File: src/design/pocl_pkg.sv
// package for the polyline off-screen point culler
// region codes, configuration register indexes and widths; no dependencies
package pocl_pkg;

    localparam int CFG_DATA_W = 15;
    localparam int CFG_IDX_W  = 1;

    localparam logic [CFG_IDX_W-1:0] CFG_SURFACE_WIDTH  = 1'b0;
    localparam logic [CFG_IDX_W-1:0] CFG_SURFACE_HEIGHT = 1'b1;

    localparam logic [CFG_DATA_W-1:0] SURFACE_WIDTH_RST  = 15'd640;
    localparam logic [CFG_DATA_W-1:0] SURFACE_HEIGHT_RST = 15'd480;

    typedef enum logic [3:0] {
        REG_INSIDE       = 4'd0,
        REG_LEFT         = 4'd1,
        REG_TOP_LEFT     = 4'd2,
        REG_TOP          = 4'd3,
        REG_TOP_RIGHT    = 4'd4,
        REG_RIGHT        = 4'd5,
        REG_BOTTOM_RIGHT = 4'd6,
        REG_BOTTOM       = 4'd7,
        REG_BOTTOM_LEFT  = 4'd8
    } t_region;

    function automatic t_region classify(input logic xl, input logic xr,
                                         input logic yt, input logic yb);
        t_region r;
        if (xl) begin
            r = yt ? REG_TOP_LEFT : (yb ? REG_BOTTOM_LEFT : REG_LEFT);
        end else if (xr) begin
            r = yt ? REG_TOP_RIGHT : (yb ? REG_BOTTOM_RIGHT : REG_RIGHT);
        end else if (yt) begin
            r = REG_TOP;
        end else if (yb) begin
            r = REG_BOTTOM;
        end else begin
            r = REG_INSIDE;
        end
        return r;
    endfunction

endpackage

File: src/design/pocl_front.sv
// front end: takes vertices, classifies them and keeps the line history
// pushes one emit command per kept vertex into the queue; uses pocl_pkg
module pocl_front #(
    parameter int COORD_BITS = 16
) (
    input  logic                                i_clk,
    input  logic                                i_rst_n,
    input  logic                                i_valid,
    output logic                                o_ready,
    input  logic signed [COORD_BITS-1:0]        i_point_x,
    input  logic signed [COORD_BITS-1:0]        i_point_y,
    input  logic                                i_line_start,
    input  logic [pocl_pkg::CFG_DATA_W-1:0]     i_surface_width,
    input  logic [pocl_pkg::CFG_DATA_W-1:0]     i_surface_height,
    input  logic                                i_q_ready,
    output logic                                o_q_push,
    output logic [4*COORD_BITS:0]               o_q_data
);

    localparam int CMP_W = (COORD_BITS > 16) ? COORD_BITS : 16;

    logic signed [COORD_BITS-1:0] r_prev_x, n_prev_x;
    logic signed [COORD_BITS-1:0] r_prev_y, n_prev_y;
    logic                         r_prev_valid, n_prev_valid;
    pocl_pkg::t_region            r_blocked, n_blocked;
    logic                         r_omit, n_omit;

    logic signed [CMP_W-1:0] x_ext, y_ext, w_ext, h_ext;
    logic                    accept, pv, omit_eff, dup, keep;
    pocl_pkg::t_region       blk_eff, region;

    assign o_ready = i_q_ready;
    assign accept  = i_valid && o_ready;

    assign x_ext = CMP_W'(i_point_x);
    assign y_ext = CMP_W'(i_point_y);
    assign w_ext = CMP_W'({1'b0, i_surface_width});
    assign h_ext = CMP_W'({1'b0, i_surface_height});

    assign pv       = r_prev_valid && !i_line_start;
    assign blk_eff  = i_line_start ? pocl_pkg::REG_INSIDE : r_blocked;
    assign omit_eff = r_omit && !i_line_start;
    assign dup      = pv && (i_point_x == r_prev_x) && (i_point_y == r_prev_y);
    assign region   = pocl_pkg::classify(x_ext < 0, x_ext >= w_ext,
                                         y_ext < 0, y_ext >= h_ext);
    assign keep     = (blk_eff == pocl_pkg::REG_INSIDE) || (region != blk_eff);

    assign o_q_push = accept && !dup && keep;
    assign o_q_data = {omit_eff, r_prev_x, r_prev_y, i_point_x, i_point_y};

    always_comb begin
        n_prev_x     = r_prev_x;
        n_prev_y     = r_prev_y;
        n_prev_valid = r_prev_valid;
        n_blocked    = r_blocked;
        n_omit       = r_omit;
        if (accept && !dup) begin
            n_prev_x     = i_point_x;
            n_prev_y     = i_point_y;
            n_prev_valid = 1'b1;
            n_blocked    = region;
            n_omit       = !keep;
        end
    end

    always_ff @(posedge i_clk) begin
        if (!i_rst_n) begin
            r_prev_x     <= '0;
            r_prev_y     <= '0;
            r_prev_valid <= 1'b0;
            r_blocked    <= pocl_pkg::REG_INSIDE;
            r_omit       <= 1'b0;
        end else begin
            r_prev_x     <= n_prev_x;
            r_prev_y     <= n_prev_y;
            r_prev_valid <= n_prev_valid;
            r_blocked    <= n_blocked;
            r_omit       <= n_omit;
        end
    end

endmodule

File: src/design/pocl_queue.sv
// two-entry command queue between front and back end
// generic width, no package dependency
module pocl_queue #(
    parameter int WIDTH = 65
) (
    input  logic             i_clk,
    input  logic             i_rst_n,
    input  logic             i_push,
    input  logic [WIDTH-1:0] i_data,
    output logic             o_ready,
    input  logic             i_pop,
    output logic             o_valid,
    output logic [WIDTH-1:0] o_data
);

    logic [WIDTH-1:0] r_mem [2];
    logic             r_wr_ptr, n_wr_ptr;
    logic             r_rd_ptr, n_rd_ptr;
    logic [1:0]       r_count, n_count;
    logic             do_push, do_pop;

    assign o_ready = (r_count != 2'd2);
    assign o_valid = (r_count != 2'd0);
    assign o_data  = r_mem[r_rd_ptr];
    assign do_push = i_push && o_ready;
    assign do_pop  = i_pop && o_valid;

    always_comb begin
        n_wr_ptr = r_wr_ptr ^ do_push;
        n_rd_ptr = r_rd_ptr ^ do_pop;
        n_count  = r_count + {1'b0, do_push} - {1'b0, do_pop};
    end

    always_ff @(posedge i_clk) begin
        if (do_push) begin
            r_mem[r_wr_ptr] <= i_data;
        end
    end

    always_ff @(posedge i_clk) begin
        if (!i_rst_n) begin
            r_wr_ptr <= 1'b0;
            r_rd_ptr <= 1'b0;
            r_count  <= 2'd0;
        end else begin
            r_wr_ptr <= n_wr_ptr;
            r_rd_ptr <= n_rd_ptr;
            r_count  <= n_count;
        end
    end

endmodule

File: src/design/pocl_back.sv
// back end: expands queued commands into one or two output transactions
// registered output stage; no package dependency
module pocl_back #(
    parameter int COORD_BITS = 16
) (
    input  logic                         i_clk,
    input  logic                         i_rst_n,
    input  logic                         i_q_valid,
    input  logic [4*COORD_BITS:0]        i_q_data,
    output logic                         o_q_pop,
    output logic                         o_valid,
    input  logic                         i_ready,
    output logic signed [COORD_BITS-1:0] o_out_x,
    output logic signed [COORD_BITS-1:0] o_out_y,
    output logic                         o_run_last
);

    logic                         two;
    logic signed [COORD_BITS-1:0] px, py, cx, cy;

    logic                         r_valid, n_valid;
    logic                         r_phase, n_phase;
    logic signed [COORD_BITS-1:0] r_x, n_x, r_y, n_y;
    logic                         r_last, n_last;
    logic                         load;

    assign {two, px, py, cx, cy} = i_q_data;
    assign load = !r_valid || i_ready;

    always_comb begin
        n_valid = r_valid;
        n_phase = r_phase;
        n_x     = r_x;
        n_y     = r_y;
        n_last  = r_last;
        o_q_pop = 1'b0;
        if (load) begin
            n_valid = 1'b0;
            if (r_phase) begin
                n_valid = 1'b1;
                n_x     = cx;
                n_y     = cy;
                n_last  = 1'b1;
                n_phase = 1'b0;
                o_q_pop = 1'b1;
            end else if (i_q_valid) begin
                n_valid = 1'b1;
                if (two) begin
                    n_x     = px;
                    n_y     = py;
                    n_last  = 1'b0;
                    n_phase = 1'b1;
                end else begin
                    n_x     = cx;
                    n_y     = cy;
                    n_last  = 1'b1;
                    o_q_pop = 1'b1;
                end
            end
        end
    end

    always_ff @(posedge i_clk) begin
        if (!i_rst_n) begin
            r_valid <= 1'b0;
            r_phase <= 1'b0;
        end else begin
            r_valid <= n_valid;
            r_phase <= n_phase;
        end
    end

    always_ff @(posedge i_clk) begin
        r_x    <= n_x;
        r_y    <= n_y;
        r_last <= n_last;
    end

    assign o_valid    = r_valid;
    assign o_out_x    = r_x;
    assign o_out_y    = r_y;
    assign o_run_last = r_last;

endmodule

File: src/design/polyline_offscreen_point_culler.sv
// top level of the polyline off-screen point culler
// holds the surface size registers; uses pocl_pkg, pocl_front, pocl_queue, pocl_back
//
// Vertices enter one per cycle while the queue has room and are classed
// against the surface in the same cycle; kept vertices wait in a two-entry
// queue for the output stage. A vertex that emits one result takes one output
// transaction, one that emits the pending omitted vertex plus itself takes two,
// and the single registered output stage limits the sustained rate. A vertex
// passes through the queue and then the output register before it appears.
// Dropped vertices take no output transaction.
module polyline_offscreen_point_culler #(
    parameter int COORD_BITS = 16
) (
    input  logic                                i_clk,
    input  logic                                i_rst_n,
    input  logic                                i_cfg_wr_en,
    input  logic [pocl_pkg::CFG_IDX_W-1:0]      i_cfg_addr,
    input  logic [pocl_pkg::CFG_DATA_W-1:0]     i_cfg_wdata,
    input  logic                                i_valid,
    output logic                                o_ready,
    input  logic signed [COORD_BITS-1:0]        i_point_x,
    input  logic signed [COORD_BITS-1:0]        i_point_y,
    input  logic                                i_line_start,
    output logic                                o_valid,
    input  logic                                i_ready,
    output logic signed [COORD_BITS-1:0]        o_out_x,
    output logic signed [COORD_BITS-1:0]        o_out_y,
    output logic                                o_run_last
);

    localparam int Q_W = 4 * COORD_BITS + 1;

    logic [pocl_pkg::CFG_DATA_W-1:0] r_surface_width, n_surface_width;
    logic [pocl_pkg::CFG_DATA_W-1:0] r_surface_height, n_surface_height;

    logic           q_push, q_ready, q_pop, q_valid;
    logic [Q_W-1:0] q_wdata, q_rdata;

    always_comb begin
        n_surface_width  = r_surface_width;
        n_surface_height = r_surface_height;
        if (i_cfg_wr_en) begin
            case (i_cfg_addr)
                pocl_pkg::CFG_SURFACE_WIDTH:  n_surface_width  = i_cfg_wdata;
                pocl_pkg::CFG_SURFACE_HEIGHT: n_surface_height = i_cfg_wdata;
                default: ;
            endcase
        end
    end

    always_ff @(posedge i_clk) begin
        if (!i_rst_n) begin
            r_surface_width  <= pocl_pkg::SURFACE_WIDTH_RST;
            r_surface_height <= pocl_pkg::SURFACE_HEIGHT_RST;
        end else begin
            r_surface_width  <= n_surface_width;
            r_surface_height <= n_surface_height;
        end
    end

    pocl_front #(
        .COORD_BITS (COORD_BITS)
    ) u_front (
        .i_clk            (i_clk),
        .i_rst_n          (i_rst_n),
        .i_valid          (i_valid),
        .o_ready          (o_ready),
        .i_point_x        (i_point_x),
        .i_point_y        (i_point_y),
        .i_line_start     (i_line_start),
        .i_surface_width  (r_surface_width),
        .i_surface_height (r_surface_height),
        .i_q_ready        (q_ready),
        .o_q_push         (q_push),
        .o_q_data         (q_wdata)
    );

    pocl_queue #(
        .WIDTH (Q_W)
    ) u_queue (
        .i_clk   (i_clk),
        .i_rst_n (i_rst_n),
        .i_push  (q_push),
        .i_data  (q_wdata),
        .o_ready (q_ready),
        .i_pop   (q_pop),
        .o_valid (q_valid),
        .o_data  (q_rdata)
    );

    pocl_back #(
        .COORD_BITS (COORD_BITS)
    ) u_back (
        .i_clk      (i_clk),
        .i_rst_n    (i_rst_n),
        .i_q_valid  (q_valid),
        .i_q_data   (q_rdata),
        .o_q_pop    (q_pop),
        .o_valid    (o_valid),
        .i_ready    (i_ready),
        .o_out_x    (o_out_x),
        .o_out_y    (o_out_y),
        .o_run_last (o_run_last)
    );

endmodule

File: config.mk
export PLATFORM = sky130hd
export DESIGN_NAME = polyline_offscreen_point_culler
export DESIGN_NICKNAME = d
export VERILOG_FILES = /design/src/design/pocl_pkg.sv /design/src/design/pocl_front.sv /design/src/design/pocl_queue.sv /design/src/design/pocl_back.sv /design/src/design/polyline_offscreen_point_culler.sv
export SDC_FILE = /design/constraint.sdc
export NUM_CORES = 1
export LEC_CHECK = 0
export ABC_AREA = 1
export ABC_CLOCK_PERIOD_IN_PS = 6050
export BUFFER_PORTS_ARGS = -buffer_cell sky130_fd_sc_hd__buf_2
export CORE_ASPECT_RATIO = 1.2
export CORE_MARGIN = 2
export CORE_UTILIZATION = 60
export DETAILED_ROUTE_END_ITERATION = 6
export GPL_ROUTABILITY_DRIVEN = 0
export PLACE_DENSITY_LB_ADDON = 0.08
export SLEW_MARGIN = 25
export SYNTH_ARGS = -nofsm -noshare
export SYNTH_HDL_FRONTEND = slang
export SYNTH_HIERARCHICAL = 1
export SYNTH_SLANG_ARGS = --single-unit
File: constraint.sdc
create_clock -name i_clk -period 6.05 [get_ports i_clk]
set_clock_uncertainty 0.2 [all_clocks]
set_input_delay 0 -clock i_clk [delete_from_list [all_inputs] [get_ports i_clk]]
set_output_delay 0 -clock i_clk [all_outputs]
set_load 0.02 [all_outputs]
Word level (Yosys, flattened, before mapping)
Memories as Yosys holds them, arrays and structs flattened. A register that Yosys moved wholly into a read port is not among the register bits.
Index checks and enable logic that the tools add are counted.

word-level totals
  memories = 1
  output and inout bits = 35
  flip-flop bits (word level) = 107
  RAM bits = 130
  bits of input ports = 54

memories
  name           depth  width  read ports  clocked after memory_dff  write ports  line              text
  u_queue.r_mem  2      65     1           1                         1            pocl_queue.sv:16  logic [WIDTH-1:0] r_mem [2];

cells by class
  add/subtract/negate cells = 2
  mux-type cells = 28
  equality and inequality tests = 4
  bitwise operators = 3
  reductions and logical operators = 21
  magnitude comparators = 4

operators by type and width
  cell                   number
  $mux W16               6
  $eq A16 B16 Y1         2
  $ge A16 B16 Y1         2
  $lt A16 B1 Y1 const B  2
  $mux W4                7
  $mux W1                13
  $logic_and A1 B1 Y1    9
  $reduce_and A2 Y1      3
  $logic_not A1 Y1       4
  $logic_not A4 Y1       1
  $ne A4 B4 Y1           1
  $reduce_bool A2 Y1     2
  $mux W3                1
  $add A2 B1 Y2          1
  $logic_or A1 B1 Y1     2
  $mux W2                1
  $ne A2 B2 Y1 const B   1
  $sub A2 B1 Y2          1
  $xor A1 B1 Y1          2
  $not A1 Y1             1

Longest topological paths before layout
Gate-level depths: netlist of run 1.

  depth in word-level cells = 11
  mapped depth = 28
  gate-level depth less buffers = 28

Cells and area by module
Netlist of run 1, hierarchy kept.

by module, submodules not included
  module                           area an instance (sq um)  cells an instance  sequential area each (sq um)  instances
  pocl_queue                       5137.4                    238                4003.8                        1
  pocl_front                       3040.4                    461                760.7                         1
  pocl_back                        1510.2                    154                1031.0                        1
  polyline_offscreen_point_culler  1239.9                    161                600.6                         1

Worst setup path after synthesis of run 1
OpenSTA, ideal clock, no wires.

  kind = register to register
  start point = register r_surface_width[11] in the netlist's numbering
  end point = memory u_queue.r_mem[1][0], enable pin
  cell stages (with the launch flop) = 18
  data arrival time = 4.473 ns
  period minus slack after synthesis = 5.161 ns
  setup slack = 0.889 ns
  library setup time = 0.488 ns
  cell sequence = dfxtp_1 > inv_1 > ha_1 > nand2_1 > inv_1 > nand2_1 > nand2_1 > a21oi_2 > nand3_2 > a21oi_2 > nand2_1 > nand2_1 > nand2_1 > nand2_1 > nor2_2 > a21oi_1 > nand2_1 > nor2_1

between the ends
  word-level cells in the longest chain between the ends = 9

ends and longest elaborated chain
  what                           line                                   text
  from (decl)                    polyline_offscreen_point_culler.sv:33  logic [pocl_pkg::CFG_DATA_W-1:0] r_surface_width, n_surface_width;
  from (signal assigned)         polyline_offscreen_point_culler.sv:53  r_surface_width <= pocl_pkg::SURFACE_WIDTH_RST;
  from (signal assigned)         polyline_offscreen_point_culler.sv:56  r_surface_width <= n_surface_width;
  $ge A16 B16 Y1                 pocl_front.sv:44                       assign region = pocl_pkg::classify(x_ext < 0, x_ext >= w_ext,
  $mux W4                        pocl_pkg.sv:31                         end else if (xr) begin
  $mux W4                        pocl_pkg.sv:29                         if (xl) begin
  $ne A4 B4 Y1                   pocl_front.sv:46                       assign keep = (blk_eff == pocl_pkg::REG_INSIDE) || (region != blk_eff);
  $logic_or A1 B1 Y1             pocl_front.sv:46
  $logic_and A1 B1 Y1            pocl_front.sv:48                       assign o_q_push = accept && !dup && keep;
  net q_push                     polyline_offscreen_point_culler.sv:36  logic q_push, q_ready, q_pop, q_valid;
  $logic_and A1 B1 Y1            pocl_queue.sv:25                       assign do_push = i_push && o_ready;
  $mux W1                        pocl_queue.sv:35                       if (do_push) begin
  $mux W1 (implied by the code)  pocl_queue.sv:36                       r_mem[r_wr_ptr] <= i_data;
  to (decl)                      pocl_queue.sv:16

The timed path passes the listed nets, and every way through them passes these cells.

Worst setup path in the final report of run 1
  start point = register r_surface_height[3] in the netlist's numbering
  end point = memory u_queue.r_mem[0][5], enable pin

between the ends
  word-level cells in the longest chain between the ends = 11
  elaborated cells on any way between the ends = 15

ends and longest elaborated chain
  what                                       line                                   text
  from (decl)                                polyline_offscreen_point_culler.sv:34  logic [pocl_pkg::CFG_DATA_W-1:0] r_surface_height, n_surface_height;
  from (signal assigned)                     polyline_offscreen_point_culler.sv:54  r_surface_height <= pocl_pkg::SURFACE_HEIGHT_RST;
  from (signal assigned)                     polyline_offscreen_point_culler.sv:57  r_surface_height <= n_surface_height;
  $ge A16 B16 Y1 *                           pocl_front.sv:45                       y_ext < 0, y_ext >= h_ext);
  $mux W3 / $mux W2 (equally long branches)  pocl_pkg.sv:35, pocl_pkg.sv:32
  $mux W4, on equally long branches          pocl_pkg.sv:33, pocl_pkg.sv:32
  $mux W4                                    pocl_pkg.sv:31
  $mux W4 *                                  pocl_pkg.sv:29
  $ne A4 B4 Y1 *                             pocl_front.sv:46
  $logic_or A1 B1 Y1 *                       pocl_front.sv:46
  $logic_and A1 B1 Y1 *                      pocl_front.sv:48
  net q_push                                 polyline_offscreen_point_culler.sv:36
  $logic_and A1 B1 Y1 *                      pocl_queue.sv:25
  $mux W1 *                                  pocl_queue.sv:35
  $mux W1 (implied by the code) *            pocl_queue.sv:36

The timed path passes the listed nets; every way through them passes the cells marked *.

==> out/qor.yml, run 1 <==
status: "completed"
synth_flop_cell: "edfxtp_1"
end_kind: "register"
cts_tree: "yes"
synth_compound_area_frac: 0.0528
drc: 0
nets: 1237
slew-limit-headroom: 0.330
cts_resized: 0
synth-edff-count: 163
synthSimpleGateAreaFrac: 0.146
wl_met1_mm: 10.1
synth_area_leaders: "edfxtp_1 (45%), dfxtp_1 (14%), nand2_1 (7.4%)"
crit_type: "register to register"
wl_met2_mm: 11.2
hp-start: "i_point_x[0]"
cts_setup_buffers: 0
worstReg2RegStart: "r_surface_height[3]"
ant_nets: 0
clkSlewWorstSetupHoldPaths_ps: 60
p_leak_nw: 5.44
maxClockFrequency_mhz: 257
start_kind: "register"
syn_area_um2: 10900
setup_slack_ps: 2170
async_reset_ff_frac: 0
cts_buffers: 23
dr.pass1.iters: 5
die-height_um: 152
ir_worst_vdd_mv: 0.229
synthXorXnorAreaFrac: 0.00801
final.setup.tns_ps: 0
h-tree-depth: 1
postCtsHoldBufs: 85
drv_slew: 0
synthTopCellsByCount: "nand2_1 (216), edfxtp_1 (163), inv_1 (112)"
syn_nets: 1100
p_per_area_nw_per_um2: 428
grt_max_degree: 72
cts_max_path_buffers: 3
hold_viol: 0
totalWireLength_mm: 23.0
fin_crit_ps: 3880
dp_hpwl_mm: 14.3
vias: 7299
synth_top_area_frac: 0.448
core-area_um2: 18000
insertion_delay_ps: 500
areaGrowthSynthToFinish_pct: 17.1
max_slew.worst_pin.slew_ps: 1000
critPathArrivalTime_ps: 3810
ys_types: 41
rsz0062_at_grt: "no"
antenna_found_initial: 0
synth.avg_cell_area_um2: 10.8
start_util: 0.606
synth_top_family_by_area: "simple AND/OR/NAND/NOR gates"
max-cap-violations: 0
grt_pass1_vias: 7000
synth_fa_ha_area_frac: 0.0366
period_share: 0.642
top_layer: "met4"
ys_ff_latch: 238
io_buffers: 88
yosys_warnings: 6
crit_required_ps: 5980
yosysTopAreaCell: "edfxtp_1"
antenna_cells: 0
die_w_um: 127
core.rowCount: 54
grt_usage: 0.239
muxShareOfSynthArea: 0.0842
wl_per_cell_um: 16.6
wl_met3_mm: 1.08
cts_sinks: 238
die-area_um2: 19300
dp_slack_ps: 2210
hp-class: "primary input to register"
synth_most_common_cell: "nand2_1"
grt-ovfl-total: 0
drive_gt1_frac: 0.190
top_level_ports: 89
ys_seq_area_frac: 0.585
path_max_fanout: 49
avgViaCountPerCell: 5.25
cts_root_buf: "clkbuf_16"
synth_cells: 1014
grt_pass1_wl_mm: 36.2
crit_start: "r_surface_height[3]"
setup_viol_count_final: 0
first_iter_violations: 501
report_power, final:
part           internal, mW  total, mW  switching (mW)
Sequential             2.32       2.47           0.153
Combinational         0.608       1.57           0.961
Clock                 0.862       1.44           0.579
Total                  3.79       5.48            1.69
cell usage in the layout, fill, tap and decap left out, drive strengths merged, types with 40 or more instances in the layout:
| cell type | n |
|---|---|
| dfxtp | 75 |
| o21ai | 52 |
| inv | 118 |
| a21oi | 40 |
| buf | 93 |
| nand2 | 220 |
| nor2 | 101 |
| mux2 | 65 |
| dlygate4sd3 | 85 |
| edfxtp | 163 |
flip-flops by register name, indices dropped and copies added (netlist names), named ones only:
name,flops
u_back/o_run_last,1
r_surface_height,15
u_front/r_prev_x,16
u_queue/r_mem,130
u_queue/r_rd_ptr,1
u_front/r_prev_valid,1
u_queue/r_count,2
u_back/o_out_x,16
r_surface_width,15
u_front/r_omit,1
u_queue/r_wr_ptr,1
u_back/o_out_y,16
u_back/o_valid,1
u_front/r_prev_y,16
u_front/r_blocked,4
u_back/r_phase,1
stage by stage:
stage	utilization	cells	hold slack [ps]	power, mW	cell area, um^2
6_report	0.710	1390	80.2	5.48	12800
5_1_grt	0.710	1390	87.2	5.75	12800
4_1_cts	0.710	1390	57.4	5.51	12800
3_5_place_dp	0.621	1265	32.6	4.03	11200
3_3_place_gp	0.621	1265	28.7	3.99	11200
2_1_floorplan	-	1014	-107	3.66	10900
path summary, 6_finish.rpt:
path	endpoint	slack, ps	cells after the start
max	u_queue/r_mem[0][5]	2170	22
min	u_queue/r_mem[1][16]	80	2
max reg2reg	u_queue/r_mem[0][5]	2170	22
min reg2reg	u_queue/r_mem[1][56]	260	0
worst max-delay path, cell delays in order, from the launching register on:
cell     delay (ps)
dfxtp_1         340
inv_1            50
ha_1            290
nand2_1          60
inv_1            60
nand2_1          50
nand2_1          60
nand2_1          50
nand2_1          50
nand2_1          80
nand2_1          70
nand2_1          40
nand2_1         130
nand2_1         120
nand2_1         110
nand2_1          60
nand2_1          70
nor2_2           40
a21oi_1         120
nand2_1         200
inv_1           100
ha_2            470
buf_4           660
layer usage:
layer  vias up  track usage
li1       3615            -
met1      3426        0.325
met2       210        0.404
met3        48       0.0268
met4         0       0.0780
met5         -            0
logic make-up (layout without fill, tap and decap cells):
family / after synthesis / in the layout
adder cells (fa/ha/maj): 32 / 32
multiplexers: 65 / 65
AO/OA/AOI/OAI: 106 / 106
AND/OR/NAND/NOR: 378 / 378
buffers and inverters: 185 / 337
flip-flops: 238 / 238
XOR/XNOR: 10 / 10
area by class of cell:
| cell class | count | area, um^2 |
|---|---|---|
| flip-flops and latches | 238 | 6400 |
| fillers | 1295 | 5240 |
| multi-input cells | 591 | 3600 |
| repair buffers | 178 | 1330 |
| clock buffers | 26 | 587 |
| inverters | 119 | 448 |
| well taps | 224 | 280 |
| clock inverters | 14 | 161 |
No activity file was read; power rests on OpenSTA's default activity.
==> inputs of run 2 (changes only) <==
Settings changed: ABC_CLOCK_PERIOD_IN_PS 6050 to 3100, CORE_UTILIZATION 60 to 54.
Clock period 6.05 ns to 3.1 ns, I/O delays scaled along.
==> run 2 against run 1 <==
Total power grew 100%. Sequential share of layout area shrank 2.0 points. Wire length grew 3.0%. Via count shrank 0.19%. Final cell count grew 3.6%. Global-route usage shrank 1.9 points. Count of clock-buffer cells in the layout shrank 1. Cell area grew 4.5%. Setup slack lost 2100 ps. Clock power grew 100%. Worst hold slack lost 8.9 ps.
==> out/qor.yml, run 2 (same netlist as run 1, synthesis figures left out) <==
insertion_delay_ps: 510
rrSetupSlack_ps: 80
r2r_end: "u_queue/r_mem[1][9]"
p_sw_frac: 0.313
crit_required_ps: 3130
h-tree-depth: 1
dp_hpwl_mm: 15.2
dr.pass1.iters: 5
dpl_cell_area_um2: 11400
power_frac_clock: 0.263
total_power_mw: 11.1
grt_max_degree: 43
top_level_ports: 89
fin_crit_ps: 3020
totalWireLength_mm: 23.7
endpoint: "u_queue/r_mem[1][9]"
max-cap-violations: 0
worstReg2RegStart: "r_surface_width[5]"
vias: 7285
drv_slew: 0
pwr-share-comb: 0.308
cts_sinks: 238
rsz0062_at_grt: "yes"
hp-class: "primary input to register"
final_cell_area_um2: 13400
hold_ws_ps: 71.3
multi_input_area_um2: 3890
period_share: 0.973
cts_tree: "yes"
antenna_cells: 0
start_kind: "register"
start_util: 0.545
ant_nets: 0
final_common_cell: "nand2_1"
areaGrowthSynthToFinish_pct: 22.4
crit_type: "register to register"
max_slew.worst_pin.slew_ps: 957
clkSlewWorstSetupHoldPaths_ps: 70
regArea_um2: 6420
core-area_um2: 20000
grt_pass1_vias: 7303
ir_worst_vdd_mv: 0.437
fill_cells: 1591
power_switching_mw: 3.49
final_cell_mix: "nand2_1 (198), edfxtp_1 (163), inv_1 (106)"
nets: 1243
final.setup.tns_ps: 0
grt-ovfl-total: 0
cts_buffers: 24
intPower_mw: 7.64
wl_per_cell_um: 16.5
io_buffers: 88
drive_gt1_frac: 0.271
p_seq_frac: 0.429
cts_max_path_buffers: 3
drc: 0
p_leak_nw: 5.58
end_kind: "register"
p_per_area_nw_per_um2: 832
die-area_um2: 21400
crit_start: "r_surface_width[5]"
die-height_um: 160
grt_usage: 0.220
slew-limit-headroom: 0.360
maxClockFrequency_mhz: 332
critPathArrivalTime_ps: 3040
core.rowCount: 57
antenna_found_initial: 0
status: "completed"
path_max_fanout: 13
hold_viol: 0
r2r_cells: 18
setup_viol_count_final: 0
grt_pass1_wl_mm: 37.1
largest_register_ffs: 130
regMostFlops: "u_queue/r_mem"
avgViaCountPerCell: 5.06
cts_root_buf: "clkbuf_16"
first_iter_violations: 443
die_w_um: 134
## run 2: cell types whose count changed in the layout (fill, tap and decap cells not counted), moves of 8 or more
cell / change
ha_4: +13
buf_4: +8
nand2_2: +17
ha_1: -13
nand2_1: -18
dfxtp_2: +15
dfxtp_1: -15
dlygate4sd3_1: -14
## run 2: layout make-up
| class | instances | share of cell area |
|---|---|---|
| Clock buffer | 25 | 0.0468 |
| Clock inverter | 19 | 0.0132 |
| Inverter | 119 | 0.0335 |
| Multi-Input combinational cell | 591 | 0.291 |
| Sequential cell | 238 | 0.480 |
| Tap cell | 265 | 0.0248 |
| Timing Repair Buffer | 183 | 0.111 |
## run 2: worst min-delay path by stage
stage | end | from | depth (start not counted)
2_1_floorplan | u_queue/r_count[0] | i_rst_n | 2
3_3_place_gp | r_surface_height[6] | i_cfg_wdata[6] | 3
3_5_place_dp | r_surface_height[6] | i_cfg_wdata[6] | 3
4_1_cts | u_queue/r_mem[1][3] | i_point_y[3] | 2
5_1_grt | u_queue/r_mem[1][2] | i_point_y[2] | 2
6_report | u_queue/r_mem[1][2] | i_point_y[2] | 2
## run 2: what timing repair did
item	CTS	global route
resized for setup	0	75
buffers inserted	0	8
endpoints found under the setup margin	0	132
hold endpoints to repair	136	0
hold buffers	71	0
## run 2: critical path, stage by stage, from the launching register on
cell and delay (ps):
dfxtp_1 330, inv_1 50, ha_1 300, nand4_1 200
nor2_1 90, nand2_1 80, nand3_2 110, a21oi_4 210
nand2_2 80, nand2_2 90, nand2_2 50, nand2_2 70
nor2_4 40, a21oi_2 140, nand2_2 110, buf_4 160
nor2_4 90, buf_12 150, clkbuf_16 180
## run 2: stage by stage
step           utilization  setup WS [ps]  std cells
2_1_floorplan            -           -224       1014
3_3_place_gp         0.569            163       1314
3_5_place_dp         0.569            125       1314
4_1_cts              0.644            109       1429
5_1_grt              0.668          -66.6       1440
6_report             0.668           83.8       1440
## run 2: power groups by stage
| stage | clock [mW] | sequential (mW) | combinational, mW |
|---|---|---|---|
| 2_1_floorplan | 0 | 5.13 | 2.02 |
| 3_3_place_gp | 0 | 4.80 | 3.13 |
| 3_5_place_dp | 0 | 4.85 | 3.16 |
| 4_1_cts | 2.97 | 4.78 | 3.24 |
| 5_1_grt | 3.10 | 4.86 | 3.76 |
| 6_report | 2.92 | 4.78 | 3.43 |
## run 2: routing by layer
metal  vias to the layer above  global-route usage  part of all wire  routed length [um]
met5                         -                   0                 0                   0
met4                         0              0.0566             0.021                 497
met3                        44              0.0254             0.041                 973
met2                       144               0.395              0.51               12000
met1                      3462               0.282              0.43               10200
li1                       3635                   -                 -                   -
==> inputs of run 3 (changes only) <==
Settings changed: CORE_UTILIZATION 54 to 39.
==> run 3 against run 2 <==
Highest routed layer unchanged. Core utilization is 18 points lower. Sequential cell count stayed put. Combinational power is 1% lower. Die area is 37% higher. Via count is 0.70% lower. Clock power is 8.2% higher. Worst hold slack worse by 17 ps. Sequential share of layout area is 0.59 points lower. Fmax is 1.8% higher.
==> out/qor.yml, run 3 (same netlist as run 1, synthesis figures left out) <==
status: "completed"
h-tree-depth: 1
grt-ovfl-total: 0
final_common_cell: "nand2_1"
final_cell_area_um2: 13500
pwr-share-comb: 0.300
insertion_delay_ps: 520
critPathArrivalTime_ps: 2980
drc: 0
avgViaCountPerCell: 4.62
start_util: 0.394
grt_usage: 0.170
fin_crit_ps: 2960
nets: 1254
path_max_fanout: 27
maxClockFrequency_mhz: 337
p_per_area_nw_per_um2: 837
cp_cell_sequence: "inv_1 -> ha_1 -> nand2_2 -> nor2_4 -> nand2_2 -> inv_2 -> nand2_1 -> nand3_2 -> nor3_2 -> nand2_1 -> nand2_2 -> nand2_1 -> nand2_1 -> nor2_2 -> a21oi_2 -> nand2_2 -> inv_1 -> ha_4 -> buf_12"
dr.pass1.iters: 5
period_share: 0.956
first_iter_violations: 384
cts_max_path_buffers: 3
largest_register_ffs: 130
rsz0062_at_grt: "yes"
p_sw_frac: 0.307
antenna_cells: 0
critical_path.max_stage_delay_ps: 340
max-cap-violations: 0
totalWireLength_mm: 25.0
hold_depth: 2
ant_nets: 0
top_level_ports: 89
hold_ws_ps: 54.4
ir_worst_vdd_mv: 0.373
cts_root_buf: "clkbuf_16"
drive_gt1_frac: 0.237
power_frac_clock: 0.279
start_kind: "register"
clkSlewWorstSetupHoldPaths_ps: 60
antenna_found_initial: 0
placed_cells: 1431
wl_per_cell_um: 16.0
max_slew.worst_pin.slew_ps: 961
cts_sinks: 238
io_buffers: 88
hp-class: "primary input to register"
grt_pass1_wl_mm: 38.8
dpl_cell_area_um2: 11600
grt_pass1_vias: 7115
vias: 7234
end_kind: "register"
hold_viol: 0
die_w_um: 157
drv_slew: 0
fin_util: 0.487
instances_no_fill: 1567
setup_viol_count_final: 0
crit_type: "register to register"
die-area_um2: 29400
regMostFlops: "u_queue/r_mem"
crit_required_ps: 3120
final_cell_mix: "nand2_1 (207), edfxtp_1 (163), inv_1 (108)"
p_leak_nw: 5.64
cts_buffers: 26
crit_slowest_cell: "dfxtp_1"
slew-limit-headroom: 0.358
r2r_cells: 19
dp_hpwl_mm: 16.6
die-height_um: 187
intPower_mw: 7.85
p_seq_frac: 0.421
core.rowCount: 67
core-area_um2: 27700
cts_tree: "yes"
areaGrowthSynthToFinish_pct: 23.8
grt_max_degree: 46
power_switching_mw: 3.47
run 3: cell count changes in the layout (fill, tap and decap cells not counted), sizes merged:
cell and delta:
bufinv +1, clkinvlp -4, clkbuf +6, dlygate4sd3 +11, clkinv -1
run 3: worst max-delay path, delay by kind of cell (launching register included):
family                     cells  cell delay (ps)
AOI/OAI and AO/OA              1              120
adders and majority gates      2              470
buffers and inverters          4              420
DFF                            1              340
and+or+nand+nor               12             1060
run 3: cell type report:
class | instances | area [um^2]
clock buffers | 33 | 708
clock inverters | 15 | 170
fillers | 2549 | 14200
inverters | 119 | 448
multi-input cells | 591 | 3760
flip-flops and latches | 238 | 6410
well taps | 379 | 474
repair buffers | 192 | 1560
run 3: metrics by stage:
stage	setup WS [ps]	total power, mW	setup TNS [ps]
after floorplan	-224	7.14	-14540
after global placement	171	8.06	0
after detailed placement	116	8.09	0
after CTS	88.9	11.4	0
after global routing	-75.1	12.0	-2420
final	136	11.3	0
run 3: path summary, 6_finish.rpt:
check / startpoint / end / slack, ps
worst min register to register: u_front/r_prev_y[5] / u_queue/r_mem[0][37] / 250
worst max-delay path: r_surface_width[12] / u_queue/r_mem[0][2] / 140
worst max register to register: r_surface_width[12] / u_queue/r_mem[0][2] / 140
worst min-delay path: i_point_y[2] / u_queue/r_mem[1][2] / 50
run 3: timing repair:
action	CTS	global route
buffers inserted	0	4
hold buffers	82	0
endpoints found under the hold margin	139	0
endpoints found under the setup margin	0	132
gates resized for setup	0	36
run 3: power groups by stage:
stage	Combinational (mW)	Sequential, mW	Clock (mW)
global placement	3.23	4.82	0
CTS	3.35	4.78	3.25
detailed placement	3.25	4.84	0
floorplan	2.02	5.13	0
finish	3.39	4.77	3.16
global route	3.74	4.86	3.37
run 3: metal layers:
metal | GRT usage | share of wire
met4 | 0.0448 | 0.019
met5 | 0 | 0
met2 | 0.293 | 0.49
met3 | 0.0213 | 0.037
met1 | 0.227 | 0.45
